[config.mk]
export PLATFORM = sky130hd
export DESIGN_NAME = audio_packet_flow_control_core_flat
export DESIGN_NICKNAME = d
export VERILOG_FILES = /design/src/hw/rtl/apfc_pkg.sv /design/src/hw/rtl/apfc_in_if.sv /design/src/hw/rtl/apfc_out_if.sv /design/src/hw/rtl/audio_packet_flow_control_core.sv /design/src/flat_wrapper.sv
export SDC_FILE = /design/constraint.sdc
export NUM_CORES = 2
export LEC_CHECK = 0
export BUFFER_PORTS_ARGS = -buffer_cell sky130_fd_sc_hd__buf_4
export CORE_AREA = 2 2 555 557
export CTS_CLUSTER_DIAMETER = 120
export DETAILED_ROUTE_END_ITERATION = 8
export DIE_AREA = 0 0 557 559
export PLACE_DENSITY = 0.55
export SYNTH_ARGS = -nofsm -noshare
export SYNTH_HDL_FRONTEND = slang
export SYNTH_SLANG_ARGS = --single-unit
[constraint.sdc]
create_clock -name i_clk -period 18 [get_ports i_clk]
set_clock_uncertainty 0.05 [all_clocks]
set_input_delay 3.6 -clock i_clk [delete_from_list [all_inputs] [get_ports i_clk]]
set_output_delay 3.6 -clock i_clk [all_outputs]
set_load 0.01 [all_outputs]
[src/hw/rtl/apfc_pkg.sv]
// Package: shared constants and types for the audio packet flow control block.
package apfc_pkg;
    localparam int FLIGHT_DEPTH    = 64;
    localparam int FLOOR_WINDOW_MS = 5000;
    localparam int CFG_IDX_W       = 3;
    localparam int CFG_DATA_W      = 16;

    localparam logic [CFG_IDX_W-1:0] REG_PACKET_MS     = 3'd0;
    localparam logic [CFG_IDX_W-1:0] REG_SILENCE_TO    = 3'd1;
    localparam logic [CFG_IDX_W-1:0] REG_CONFIRM_TO    = 3'd2;
    localparam logic [CFG_IDX_W-1:0] REG_BACKLOG_MARGIN = 3'd3;
    localparam logic [CFG_IDX_W-1:0] REG_LIMIT_CEIL    = 3'd4;
    localparam logic [CFG_IDX_W-1:0] REG_LIMIT_INIT    = 3'd5;

    localparam logic [2:0] V_SEND       = 3'd0;
    localparam logic [2:0] V_DROP       = 3'd1;
    localparam logic [2:0] V_SILENT     = 3'd2;
    localparam logic [2:0] V_CONF_OK    = 3'd3;
    localparam logic [2:0] V_CONF_IGNORE = 3'd4;

    typedef struct packed {
        logic        action;
        logic [31:0] now_ms;
        logic        packet_silent;
        logic [7:0]  confirm_block;
    } t_in_item;

    typedef struct packed {
        logic [2:0]  verdict;
        logic        close_stream;
        logic [7:0]  block_number;
        logic [15:0] backlog_ms;
        logic [31:0] round_trip_ms;
    } t_out_item;
endpackage

[src/hw/rtl/apfc_in_if.sv]
// Interface: input item channel.
interface apfc_in_if;
    logic                valid;
    logic                ready;
    apfc_pkg::t_in_item  data;
    modport source (output valid, output data, input ready);
    modport sink   (input valid, input data, output ready);
endinterface

[src/hw/rtl/apfc_out_if.sv]
// Interface: result item channel.
interface apfc_out_if;
    logic                valid;
    logic                ready;
    apfc_pkg::t_out_item data;
    modport source (output valid, output data, input ready);
    modport sink   (input valid, input data, output ready);
endinterface

[src/hw/rtl/audio_packet_flow_control_core.sv]
// Top level: audio packet flow control with an in-flight ring in block RAM.
//
// Usage: one input channel carries transactions that are either an offered
// packet (action 0) or a client confirmation (action 1); each produces one
// result transaction on the output channel with a verdict, close flag, block
// number, backlog and round trip. Configuration registers are written through
// a plain write port (i_cfg_we, i_cfg_idx, i_cfg_data); the user must write
// them only while the block idles, as the block itself does not enforce this.
// One transaction is processed at a time. The ring is a memory with a
// registered read; the control walks it one entry at a time (read, then
// decide). A suppressed silent packet skips the ring; another packet first
// expires the timed-out entries at the head and then decides; a
// confirmation walks from the head until it matches an entry or has seen
// every entry. Backlog multiply is registered. A new input is taken in the
// cycle after the result leaves the output register; the output register
// holds its transaction while the receiver stalls, and the next input then
// waits. Reset clears head, count, block counter, silence state and floors;
// the ring contents need no clearing.
module audio_packet_flow_control_core #(
    parameter int FLIGHT_DEPTH    = apfc_pkg::FLIGHT_DEPTH,
    parameter int FLOOR_WINDOW_MS = apfc_pkg::FLOOR_WINDOW_MS
) (
    input  logic                          i_clk,
    input  logic                          i_rst_n,
    input  logic                          i_cfg_we,
    input  logic [apfc_pkg::CFG_IDX_W-1:0]  i_cfg_idx,
    input  logic [apfc_pkg::CFG_DATA_W-1:0] i_cfg_data,
    apfc_in_if.sink                       in_ch,
    apfc_out_if.source                    out_ch
);
    localparam int AW = $clog2(FLIGHT_DEPTH);
    localparam int CW = $clog2(FLIGHT_DEPTH + 1);
    localparam logic [31:0] WIN = 32'(FLOOR_WINDOW_MS);

    typedef enum logic [3:0] {
        S_IDLE, S_PKT_RD, S_PKT_CHK, S_PKT_DEC, S_PKT_WAIT, S_CF_RD, S_CF_CHK, S_CF_DONE,
        S_OUT
    } t_state;

    // configuration
    logic [9:0]  r_packet_ms;
    logic [15:0] r_silence_to, r_confirm_to, r_backlog_margin, r_limit_ceiling, r_limit_initial;

    always_ff @(posedge i_clk) begin
        if (!i_rst_n) begin
            r_packet_ms      <= 10'd20;
            r_silence_to     <= 16'd1000;
            r_confirm_to     <= 16'd2000;
            r_backlog_margin <= 16'd200;
            r_limit_ceiling  <= 16'd500;
            r_limit_initial  <= 16'd300;
        end else if (i_cfg_we) begin
            unique case (i_cfg_idx)
                apfc_pkg::REG_PACKET_MS:      r_packet_ms      <= i_cfg_data[9:0];
                apfc_pkg::REG_SILENCE_TO:     r_silence_to     <= i_cfg_data;
                apfc_pkg::REG_CONFIRM_TO:     r_confirm_to     <= i_cfg_data;
                apfc_pkg::REG_BACKLOG_MARGIN: r_backlog_margin <= i_cfg_data;
                apfc_pkg::REG_LIMIT_CEIL:     r_limit_ceiling  <= i_cfg_data;
                apfc_pkg::REG_LIMIT_INIT:     r_limit_initial  <= i_cfg_data;
                default: ;
            endcase
        end
    end

    // ring memory: block number and send time per entry
    logic [39:0] mem [FLIGHT_DEPTH];
    logic [39:0] r_rd_data;
    logic        mem_we;
    logic [AW-1:0] mem_waddr, mem_raddr;
    logic [39:0] mem_wdata;

    always_ff @(posedge i_clk) begin
        if (mem_we) mem[mem_waddr] <= mem_wdata;
        r_rd_data <= mem[mem_raddr];
    end

    t_state r_state;
    apfc_pkg::t_in_item r_in;
    logic [2:0]    r_verdict;
    logic [7:0]    r_block;
    logic [15:0]   r_backlog;
    logic [31:0]   r_rtt;
    logic          r_out_valid;
    logic [AW-1:0] r_head;
    logic [CW-1:0] r_count;
    logic [CW-1:0] r_idx;          // walk offset from head
    logic [7:0]    r_next_block;
    logic [15:0]   r_silence;
    logic          r_idle;
    logic [16:0]   r_floor_now, r_floor_before;
    logic          r_fn_valid, r_fb_valid;
    logic [31:0]   r_window_start;
    logic [31:0]   r_prod;         // packet_ms * count, registered
    logic          r_close;

    logic [AW-1:0] walk_addr;
    logic [AW-1:0] tail_addr;
    logic [31:0]   age;
    logic [16:0]   sil_sum;
    logic [15:0]   sil_sat;
    logic [16:0]   floor_b;
    logic [15:0]   backlog_sat;
    logic [16:0]   fl_sel;
    logic          have_fl;
    logic [17:0]   lim_sum;
    logic [16:0]   limit0, limit;
    logic [31:0]   backlog_new;
    logic [AW:0]   walk_sum, tail_sum;

    assign walk_sum  = {1'b0, r_head} + (AW+1)'(r_idx);
    assign tail_sum  = {1'b0, r_head} + (AW+1)'(r_count);
    assign walk_addr = AW'(walk_sum >= (AW+1)'(FLIGHT_DEPTH) ? walk_sum - (AW+1)'(FLIGHT_DEPTH)
                                                               : walk_sum);
    assign tail_addr = AW'(tail_sum >= (AW+1)'(FLIGHT_DEPTH) ? tail_sum - (AW+1)'(FLIGHT_DEPTH)
                                                               : tail_sum);
    assign mem_raddr = walk_addr;
    assign age       = r_in.now_ms - r_rd_data[31:0];
    assign sil_sum   = {1'b0, r_silence} + 17'(r_packet_ms);
    assign sil_sat   = sil_sum[16] ? 16'hFFFF : sil_sum[15:0];
    assign floor_b   = (r_prod > 32'h1FFFF) ? 17'h1FFFF : r_prod[16:0];
    assign backlog_sat = (r_prod > 32'hFFFF) ? 16'hFFFF : r_prod[15:0];

    always_comb begin
        have_fl = r_fn_valid;
        fl_sel  = r_floor_now;
        if (r_fb_valid && (!r_fn_valid || r_floor_before < r_floor_now)) begin
            have_fl = 1'b1;
            fl_sel  = r_floor_before;
        end
        lim_sum = {1'b0, fl_sel} + 18'(r_backlog_margin);
        if (have_fl) limit0 = (lim_sum > 18'(r_limit_ceiling)) ? 17'(r_limit_ceiling)
                                                               : lim_sum[16:0];
        else         limit0 = 17'(r_limit_initial);
        limit = (limit0 < 17'(r_packet_ms)) ? 17'(r_packet_ms) : limit0;
        backlog_new = r_prod + 32'(r_packet_ms);
    end

    assign mem_we    = (r_state == S_PKT_DEC) && !(backlog_new > 32'(limit))
                       && (r_count < CW'(FLIGHT_DEPTH));
    assign mem_waddr = tail_addr;
    assign mem_wdata = {r_next_block, r_in.now_ms};

    assign in_ch.ready  = (r_state == S_IDLE) && !r_out_valid;
    assign out_ch.valid = r_out_valid;
    assign out_ch.data  = {r_verdict, r_close, r_block, r_backlog, r_rtt};

    always_ff @(posedge i_clk) begin
        r_prod <= 32'(r_packet_ms) * 32'(r_count);
        if (!i_rst_n) begin
            r_state        <= S_IDLE;
            r_out_valid    <= 1'b0;
            r_head         <= '0;
            r_count        <= '0;
            r_idx          <= '0;
            r_next_block   <= '0;
            r_silence      <= '0;
            r_idle         <= 1'b0;
            r_floor_now    <= '0;
            r_floor_before <= '0;
            r_fn_valid     <= 1'b0;
            r_fb_valid     <= 1'b0;
            r_window_start <= '0;
            r_close        <= 1'b0;
        end else begin
            if (r_out_valid && out_ch.ready) r_out_valid <= 1'b0;
            unique case (r_state)
                S_IDLE: begin
                    if (in_ch.valid && in_ch.ready) begin
                        r_in    <= in_ch.data;
                        r_idx   <= '0;
                        r_block <= '0;
                        r_rtt   <= '0;
                        if (!in_ch.data.action) begin
                            if (in_ch.data.packet_silent) begin
                                r_silence <= sil_sat;
                                if (sil_sat >= r_silence_to) begin
                                    r_close   <= !r_idle;
                                    r_idle    <= 1'b1;
                                    r_verdict <= apfc_pkg::V_SILENT;
                                    r_state   <= S_OUT;
                                end else begin
                                    r_close <= 1'b0;
                                    r_state <= S_PKT_RD;
                                end
                            end else begin
                                r_close   <= 1'b0;
                                r_silence <= '0;
                                r_idle    <= 1'b0;
                                r_state   <= S_PKT_RD;
                            end
                        end else begin
                            r_close <= 1'b0;
                            r_state <= S_CF_RD;
                        end
                    end
                end
                S_PKT_RD: begin
                    // read issued at head; check next cycle
                    r_state <= (r_count == '0) ? S_PKT_DEC : S_PKT_CHK;
                end
                S_PKT_CHK: begin
                    if (age > 32'(r_confirm_to)) begin
                        r_head  <= AW'(walk_sum + 1'b1 >= (AW+1)'(FLIGHT_DEPTH)
                                       ? walk_sum + 1'b1 - (AW+1)'(FLIGHT_DEPTH)
                                       : walk_sum + 1'b1);
                        r_count <= r_count - 1'b1;
                        r_state <= S_PKT_RD;
                    end else begin
                        r_state <= S_PKT_DEC;
                    end
                end
                S_PKT_DEC: begin
                    // r_prod reflects the count as it stood in the previous cycle
                    if (mem_we) begin
                        r_count <= r_count + 1'b1;
                        r_next_block <= r_next_block + 8'd1;
                        r_block   <= r_next_block;
                        r_verdict <= apfc_pkg::V_SEND;
                    end else begin
                        r_verdict <= apfc_pkg::V_DROP;
                    end
                    r_state <= S_PKT_WAIT;
                end
                S_PKT_WAIT: begin
                    // let r_prod pick up the new count
                    r_state <= S_OUT;
                end
                S_CF_RD: begin
                    if (r_idx == r_count) begin
                        r_verdict <= apfc_pkg::V_CONF_IGNORE;
                        r_state <= S_OUT;
                    end else begin
                        r_state <= S_CF_CHK;
                    end
                end
                S_CF_CHK: begin
                    if (r_rd_data[39:32] == r_in.confirm_block) begin
                        r_rtt     <= age;
                        r_verdict <= apfc_pkg::V_CONF_OK;
                        r_head  <= AW'(walk_sum + 1'b1 >= (AW+1)'(FLIGHT_DEPTH)
                                       ? walk_sum + 1'b1 - (AW+1)'(FLIGHT_DEPTH)
                                       : walk_sum + 1'b1);
                        r_count <= r_count - r_idx - 1'b1;
                        r_idx   <= '0;
                        if (r_in.now_ms - r_window_start > WIN) begin
                            r_floor_before <= r_floor_now;
                            r_fb_valid     <= r_fn_valid;
                            r_fn_valid     <= 1'b0;
                            r_floor_now    <= '0;
                            r_window_start <= r_in.now_ms;
                        end
                        r_state <= S_CF_DONE;
                    end else begin
                        r_idx   <= r_idx + 1'b1;
                        r_state <= S_CF_RD;
                    end
                end
                S_CF_DONE: begin
                    // wait here so r_prod holds the new count
                    if (r_idx == '0) begin
                        r_idx <= CW'(1);
                    end else begin
                        if (!r_fn_valid || floor_b < r_floor_now) begin
                            r_floor_now <= floor_b;
                            r_fn_valid  <= 1'b1;
                        end
                        r_state <= S_OUT;
                    end
                end
                S_OUT: begin
                    // r_prod now reflects final count
                    r_backlog   <= backlog_sat;
                    r_out_valid <= 1'b1;
                    r_state     <= S_IDLE;
                end
                default: r_state <= S_IDLE;
            endcase
        end
    end
endmodule

[src/flat_wrapper.sv]
// flat-port wrapper written by rule: the top's interface ports become plain ports
module audio_packet_flow_control_core_flat 
#(
    parameter int FLIGHT_DEPTH    = apfc_pkg::FLIGHT_DEPTH,
    parameter int FLOOR_WINDOW_MS = apfc_pkg::FLOOR_WINDOW_MS
)
  (i_clk, i_rst_n, i_cfg_we, i_cfg_idx, i_cfg_data, in_ch_valid, in_ch_data, in_ch_ready, out_ch_valid, out_ch_data, out_ch_ready);
  apfc_in_if in_ch_i ();
  apfc_out_if out_ch_i ();
  input  logic i_clk;
  input  logic i_rst_n;
  input  logic i_cfg_we;
  input  logic [apfc_pkg::CFG_IDX_W-1:0] i_cfg_idx;
  input  logic [apfc_pkg::CFG_DATA_W-1:0] i_cfg_data;
  input wire logic [$bits(in_ch_i.valid)-1:0] in_ch_valid;
  input wire logic [$bits(in_ch_i.data)-1:0] in_ch_data;
  output wire logic [$bits(in_ch_i.ready)-1:0] in_ch_ready;
  output wire logic [$bits(out_ch_i.valid)-1:0] out_ch_valid;
  output wire logic [$bits(out_ch_i.data)-1:0] out_ch_data;
  input wire logic [$bits(out_ch_i.ready)-1:0] out_ch_ready;
  assign in_ch_i.valid = in_ch_valid;
  assign in_ch_i.data = in_ch_data;
  assign in_ch_ready = in_ch_i.ready;
  assign out_ch_valid = out_ch_i.valid;
  assign out_ch_data = out_ch_i.data;
  assign out_ch_i.ready = out_ch_ready;
  audio_packet_flow_control_core #(.FLIGHT_DEPTH(FLIGHT_DEPTH), .FLOOR_WINDOW_MS(FLOOR_WINDOW_MS)) u_core (.i_clk(i_clk), .i_rst_n(i_rst_n), .i_cfg_we(i_cfg_we), .i_cfg_idx(i_cfg_idx), .i_cfg_data(i_cfg_data), .in_ch(in_ch_i), .out_ch(out_ch_i));
endmodule
# Word level (Yosys, flattened, before mapping)
# Memory sizes are Yosys's and may differ from the RTL's. A register that Yosys moved wholly into a read port is not among the register bits.
# Index checks and enable logic that the tools add are counted.
[op_classes]
n_bitwise = 1
n_mux = 65
n_eq_ne = 28
mul = 1
magnitude_cmp = 14
shifts = 0
n_addsub = 17
n_div = 0
reduce_logical = 45
[op_table]
columns = ["operator", "n"]
rows = [
  ["17-bit two-way mux", 9],
  ["32-bit two-way mux", 2],
  ["32-bit case mux with 2 select lines", 1],
  ["32-bit subtractor", 2],
  ["7-bit two-way mux", 6],
  ["7-bit case mux with 3 select lines", 2],
  ["17-bit less-than comparator", 2],
  ["17-bit case mux with 2 select lines", 1],
  ["32-bit by 13-bit greater-than comparator with 1-bit output (second input constant)", 1],
  ["32-bit by 16-bit greater-than comparator with 1-bit output", 1],
  ["32-bit by 17-bit greater-than comparator with 1-bit output", 1],
  ["16-bit two-way mux", 2],
  ["4-bit case mux with 8 select lines", 1],
  ["6-bit two-way mux", 5],
  ["4-bit two-way mux", 6],
  ["7-bit by 1-bit adder with 7-bit output (second input constant)", 3],
  ["7-bit greater-or-equal comparator (second input constant)", 3],
  ["2-bit AND reduction", 10],
  ["17-bit by 10-bit adder with 18-bit output", 1],
  ["17-bit by 16-bit adder with 18-bit output", 1],
  ["18-bit by 16-bit greater-than comparator with 1-bit output", 1],
  ["3-bit two-way mux", 6],
  ["6-bit by 1-bit subtractor with 6-bit output (second input constant)", 3],
  ["16-bit by 10-bit adder with 17-bit output", 1],
  ["42 further kinds", 100],
]
[word_totals]
input_bits = 66
ramBits = 2560
word_cells = 199
memories = 1
register_bits = 325
latchBits = 0
mem_bits_ro = 0
[mem_list]
columns = ["memory", "words", "width", "rd", "rd_ports_with_merged_regs", "write_ports", "line_no", "source"]
rows = [
  ["u_core.mem", 64, 40, 1, 1, 1, "audio_packet_flow_control_core.sv:66", "logic [39:0] mem [FLIGHT_DEPTH];"],
]

# Longest topological paths before layout
[depth]
depth_word = 16
ltp_mapped = 53
mapped_depth_nobuf = 48

# Worst setup path after synthesis
# Ideal clock, no wire load.
[synth_path]
path_type = "reg2reg"
start = "register u_core.r_floor_now[8]"
end = "memory u_core.mem[13][0] (enable)"
path_buffers = 6
t_required_ns = 17.512
arrival_time_ns = 11.195
path_stages_with_launch = 51
setup_slack_ns = 6.317
setup_time_ns = 0.438
cell_sequence = "dfxtp_1 > inv_1 > ha_1 > nand2_1 > o211ai_1 > and4b_1 > nand2_1 > a21oi_1 > clkbuf_1 > mux2_2 > ha_1 > nor4_1 > o21ai_0 > a311oi_1 > o31ai_1 > a31o_2 > xor2_1 > ha_1 > [... 15 more ...] > a21oi_1 > nand4_1 > a211o_1 > buf_2 > mux2i_1 > ha_1 > nor2b_1 > o21a_1 > o21a_1 > o21ai_0 > a211o_1 > a31oi_1 > o22ai_1 > o311a_1 > clkbuf_1 > nor2b_1 > nand3_1 > nor2_1"
[synth_via]
elab_chain_cells = 16
[synth_rtl]
columns = ["element", "line_no", "source"]
rows = [
  ["from (decl)", "audio_packet_flow_control_core.sv:90", "logic [16:0] r_floor_now, r_floor_before;"],
  ["from (signal assigned)", "audio_packet_flow_control_core.sv:264", "r_floor_now <= floor_b;"],
  ["17-bit less-than comparator", "audio_packet_flow_control_core.sv:126", "if (r_fb_valid && (!r_fn_valid || r_floor_before < r_floor_now)) begin"],
  ["1-bit logical OR", "audio_packet_flow_control_core.sv:126", ""],
  ["1-bit logical AND", "audio_packet_flow_control_core.sv:126", ""],
  ["17-bit two-way mux", "audio_packet_flow_control_core.sv:126", ""],
  ["17-bit by 16-bit adder with 18-bit output", "audio_packet_flow_control_core.sv:130", "lim_sum = {1'b0, fl_sel} + 18'(r_backlog_margin);"],
  ["18-bit by 16-bit greater-than comparator with 1-bit output", "audio_packet_flow_control_core.sv:131", "if (have_fl) limit0 = (lim_sum > 18'(r_limit_ceiling)) ? 17'(r_limit_ceiling)"],
  ["17-bit two-way mux", "audio_packet_flow_control_core.sv:131", ""],
  ["17-bit two-way mux (*)", "audio_packet_flow_control_core.sv:131", ""],
  ["17-bit by 10-bit less-than comparator with 1-bit output", "audio_packet_flow_control_core.sv:134", "limit = (limit0 < 17'(r_packet_ms)) ? 17'(r_packet_ms) : limit0;"],
  ["17-bit two-way mux (*)", "audio_packet_flow_control_core.sv:134", ""],
  ["32-bit by 17-bit greater-than comparator with 1-bit output (*)", "audio_packet_flow_control_core.sv:138", "assign mem_we = (r_state == S_PKT_DEC) && !(backlog_new > 32'(limit))"],
  ["1-bit logical NOT (*)", "audio_packet_flow_control_core.sv:138", ""],
  ["1-bit logical AND (*)", "audio_packet_flow_control_core.sv:138", ""],
  ["1-bit logical AND (*)", "audio_packet_flow_control_core.sv:139", "&& (r_count < CW'(FLIGHT_DEPTH));"],
  ["1-bit two-way mux (*)", "audio_packet_flow_control_core.sv:73", "if (mem_we) mem[mem_waddr] <= mem_wdata;"],
  ["1-bit two-way mux (implied by the code) (*)", "audio_packet_flow_control_core.sv:73", ""],
  ["to (decl)", "audio_packet_flow_control_core.sv:66", ""],
]
# Every way passes the cells marked *; elsewhere a longest branch is shown, timed or not.

# Final worst setup path
[layout_path]
start = "register u_core.r_floor_now[1]"
end = "memory u_core.mem[34][27] (enable)"
# Same word-level chain as after synthesis.

==> results.md <==
* Hold WC Path Type: reg2reg
* Final critical-path setup slack at 5.16 ns
* Data required time of the worst path at 18.45 ns
* Number of synthesis warnings at 0
* Leading post-synthesis cells by instance count: sky130_fd_sc_hd__edfxtp_1 (2659), sky130_fd_sc_hd__mux4_2 (800), sky130_fd_sc_hd__nand2_1 (380)
* Layout area overhead at 14.2%
* Setup repair after global routing missed its margin: false
* Clock tree root buffer cell: sky130_fd_sc_hd__clkbuf_16
* Leakage power at 0.0461 uW
* Final clock period utilization by the worst path at between 70% and 80%
* Top cell type's share of synthesized area at 65.6%
* Data arrival time of the critical path at 13.29 ns
* Mean cell area of the mapped netlist at ~18 um^2
* Hold-fix buffer count after cts at 0
* Total of endpoints with negative setup slack in the final report at 0
* Cell class contributing the biggest share of worst-path delay: compound AO/OA/AOI/OAI gates
* Power density cells at 139 mW/mm^2
* Final Slew Violations at 0
* Via total after detailed routing at 64900
* Filler-free cell count of the finished design at roughly 11000
* Clock period minus final worst setup slack at between 10 and 15 ns
* Number of H-tree levels at 5
* Wire length of the first global-routing pass at between 500000 and 600000 um
* Cell type contributing the most total cell area after synthesis: sky130_fd_sc_hd__edfxtp_1
* Detailed-route DRC error count at 0
* Share of async-settable or async-resettable flops after synthesis at 0%
* Antenna Nets Post-Route at 0
* Effective utilization at floorplan at 39.9%
* Total Routing Usage GR at a little under a quarter
* Max cap viols at 0
* Weighted congestion reported at the end of routability-driven placement at 0.898
* Worst skew pair latency at 0.89 ns
* Share of cells above drive strength 1 at between 20% and 30%
* Buffers & Inverters on Critical Path at 4
* #FFs+latches synth at 2925
* Least-Margin Pin Slew at 1.23 ns
* Outcome: complete, no violations
* Clock sink count at 2925
* Most numerous cell in the Yosys netlist: sky130_fd_sc_hd__edfxtp_1
* Dpl cell area at 0.129 mm^2
* Cells taking the most area after synthesis: sky130_fd_sc_hd__edfxtp_1 (66%), sky130_fd_sc_hd__mux4_2 (15%), sky130_fd_sc_hd__dfxtp_1 (4.4%)
* Aggregate routed wire length at 358000 um
* Part of the Yosys area used for sequential elements at 70.0%
* Count of distinct cell types in the synthesized netlist at 92
* Post-CTS Setup Bufs at 0
* Placed instance count at 10700
* PortBufs at 127
* Clock tree from TritonCTS: yes
* Number of global-route vias before repair at about 65000
* Top flip-flop cell by instance count after synthesis: sky130_fd_sc_hd__edfxtp_1
* DRC violation total after the first TritonRoute iteration at 7795
* 1st-pass router iterations at 6
* Die W at 557 um
* WS Path Type: reg2reg
* Die ar. at 0.311 mm^2
* Worst slack, placed at 5.27 ns
* Cell area after technology mapping at around 0.12 mm^2
* Worst setup SP type: flip-flop
* Number of cells upsized or downsized after cts at 0
* Clk slew on worst S/H paths at 0.06 ns
* Gate Count Post-Synth at 6606
* Largest voltage drop on the vdd net at 115 uV
* Routed wire length per instance at 31.6 um
* Worst slew slack as a fraction of its limit at 17.8%
* Total overflow reported by the global router at 0
* Master of the slowest instance on the critical path: sky130_fd_sc_hd__o21a_1
* Hold Vio Cnt, Final at 0
* Number of antenna violations at the first check in global routing at 34
* Post-Syn Nets at 6984
* Number of rows in the core area at 203
* Max Freq at about 78 MHz
* Crit Path Max Fanout at 29
* Critical path endpoint category: flip-flop
* Post-synth EDFFs at about 2700
* Largest stage delay, worst path at 0.79 ns
* Buffer levels on the longest clock path at 4
* Final nets at 7334
* Final TNS setup at 0 ns
* Fill cells at 25900
* Number of ports placed on the die boundary at 128
* Most used cell, CP: sky130_fd_sc_hd__ha_1
* CORE AREA at 0.305 mm^2
* Largest net degree at the start of global routing at 120
* Detail Placement HPWL at 224000 um
* Inserted Clock Buffers at 318
* Vertical die dimension at 559 um
* Average vias per placed instance at 5.74
* Post-route cell area at about 0.14 mm^2
-- path summary, 6_finish.rpt --
path / start / end / slack, ns / cells after the start
max: u_core.r_floor_now[1] / u_core.mem[34][27] / 5.16 / 46
min: u_core.r_silence_to[1] / u_core.r_silence_to[1] / 0.41 / 2
max reg2reg: u_core.r_floor_now[1] / u_core.mem[34][27] / 5.16 / 46
min reg2reg: u_core.r_silence_to[1] / u_core.r_silence_to[1] / 0.41 / 2
-- power by group --
part	switching (uW)	leakage [uW]	total (uW)	internal [uW]
clock network	2680	0.00493	6420	3740
logic	3090	0.0144	5200	2110
registers	94.3	0.0268	7760	7670
-- worst register-to-register path: cells and delay by family (launching register included) --
kind                     cells  cell delay, ns
AO/OA/AOI/OAI               26            6.42
AND/OR/NAND/NOR              8            2.26
adder cells (fa/ha/maj)      5            1.53
buffers and inverters        4            1.08
multiplexers                 2            0.52
flip-flops                   1            0.37
XOR/XNOR                     1            0.16
-- placed cells by master (no fill, tap or decap), types with 67 or more instances in the layout --
cell type,n
sky130_fd_sc_hd__nand2_1,380
sky130_fd_sc_hd__dfxtp_1,258
sky130_fd_sc_hd__inv_1,245
sky130_fd_sc_hd__nor2b_1,67
sky130_fd_sc_hd__nor2_1,199
sky130_fd_sc_hd__xnor2_1,83
sky130_fd_sc_hd__a21oi_1,280
sky130_fd_sc_hd__o21ai_0,120
sky130_fd_sc_hd__edfxtp_1,2659
sky130_fd_sc_hd__clkbuf_16,325
sky130_fd_sc_hd__mux2i_1,112
sky130_fd_sc_hd__mux4_2,800
sky130_fd_sc_hd__buf_4,340
sky130_fd_sc_hd__ha_1,263
-- registers in the layout (all words and copies together) (netlist names), 17 cells and up --
signal / count
u_core.r_floor_before: 17
u_core.r_prod: 17
u_core.r_rd_data: 40
u_core.mem: 2560
u_core.mem_wdata: 32
u_core.r_window_start: 32
u_core.r_floor_now: 17
u_core.r_rtt: 32
-- final cells by class --
cell class	count	area, um^2	share of cell area, %
Timing Repair Buffer	351	2760	1.99
Antenna cell	12	30.0	0.0216
Inverter	246	928	0.668
Clock buffer	388	8390	6.04
Sequential cell	2925	85200	61.3
Tap cell	4100	5130	3.69
Multi-Input combinational cell	3114	34800	25.0
Clock inverter	174	1690	1.22
-- cells by family after synthesis --
logic type | after synthesis | synth area share (%)
other cells | 1 | 0.00308
compound gates | 741 | 3.93
xor+xnor | 138 | 0.994
buf+inv | 567 | 1.82
mux | 935 | 15.9
flops | 2925 | 70.0
fa+ha+maj | 312 | 3.51
simple gates | 987 | 3.77
-- stage by stage --
step,util [%],hold slack [ns],total power (uW)
2_1_floorplan,-,0.382,11100
3_3_place_gp,42.2,0.394,13100
3_5_place_dp,42.2,0.397,13100
4_1_cts,45.5,0.405,19500
5_1_grt,45.5,0.426,20000
6_report,45.5,0.408,19400
-- metal layers --
metal  wire (um)  up-vias  GRT usage, %
met4       12700        4          7.65
met5          27        -             0
met1      150000    34700          32.1
li1            -    27200             -
met2      169000     2598          36.0
met3       25400      470          3.26
Note: power is estimated with default switching activity, not from simulation.
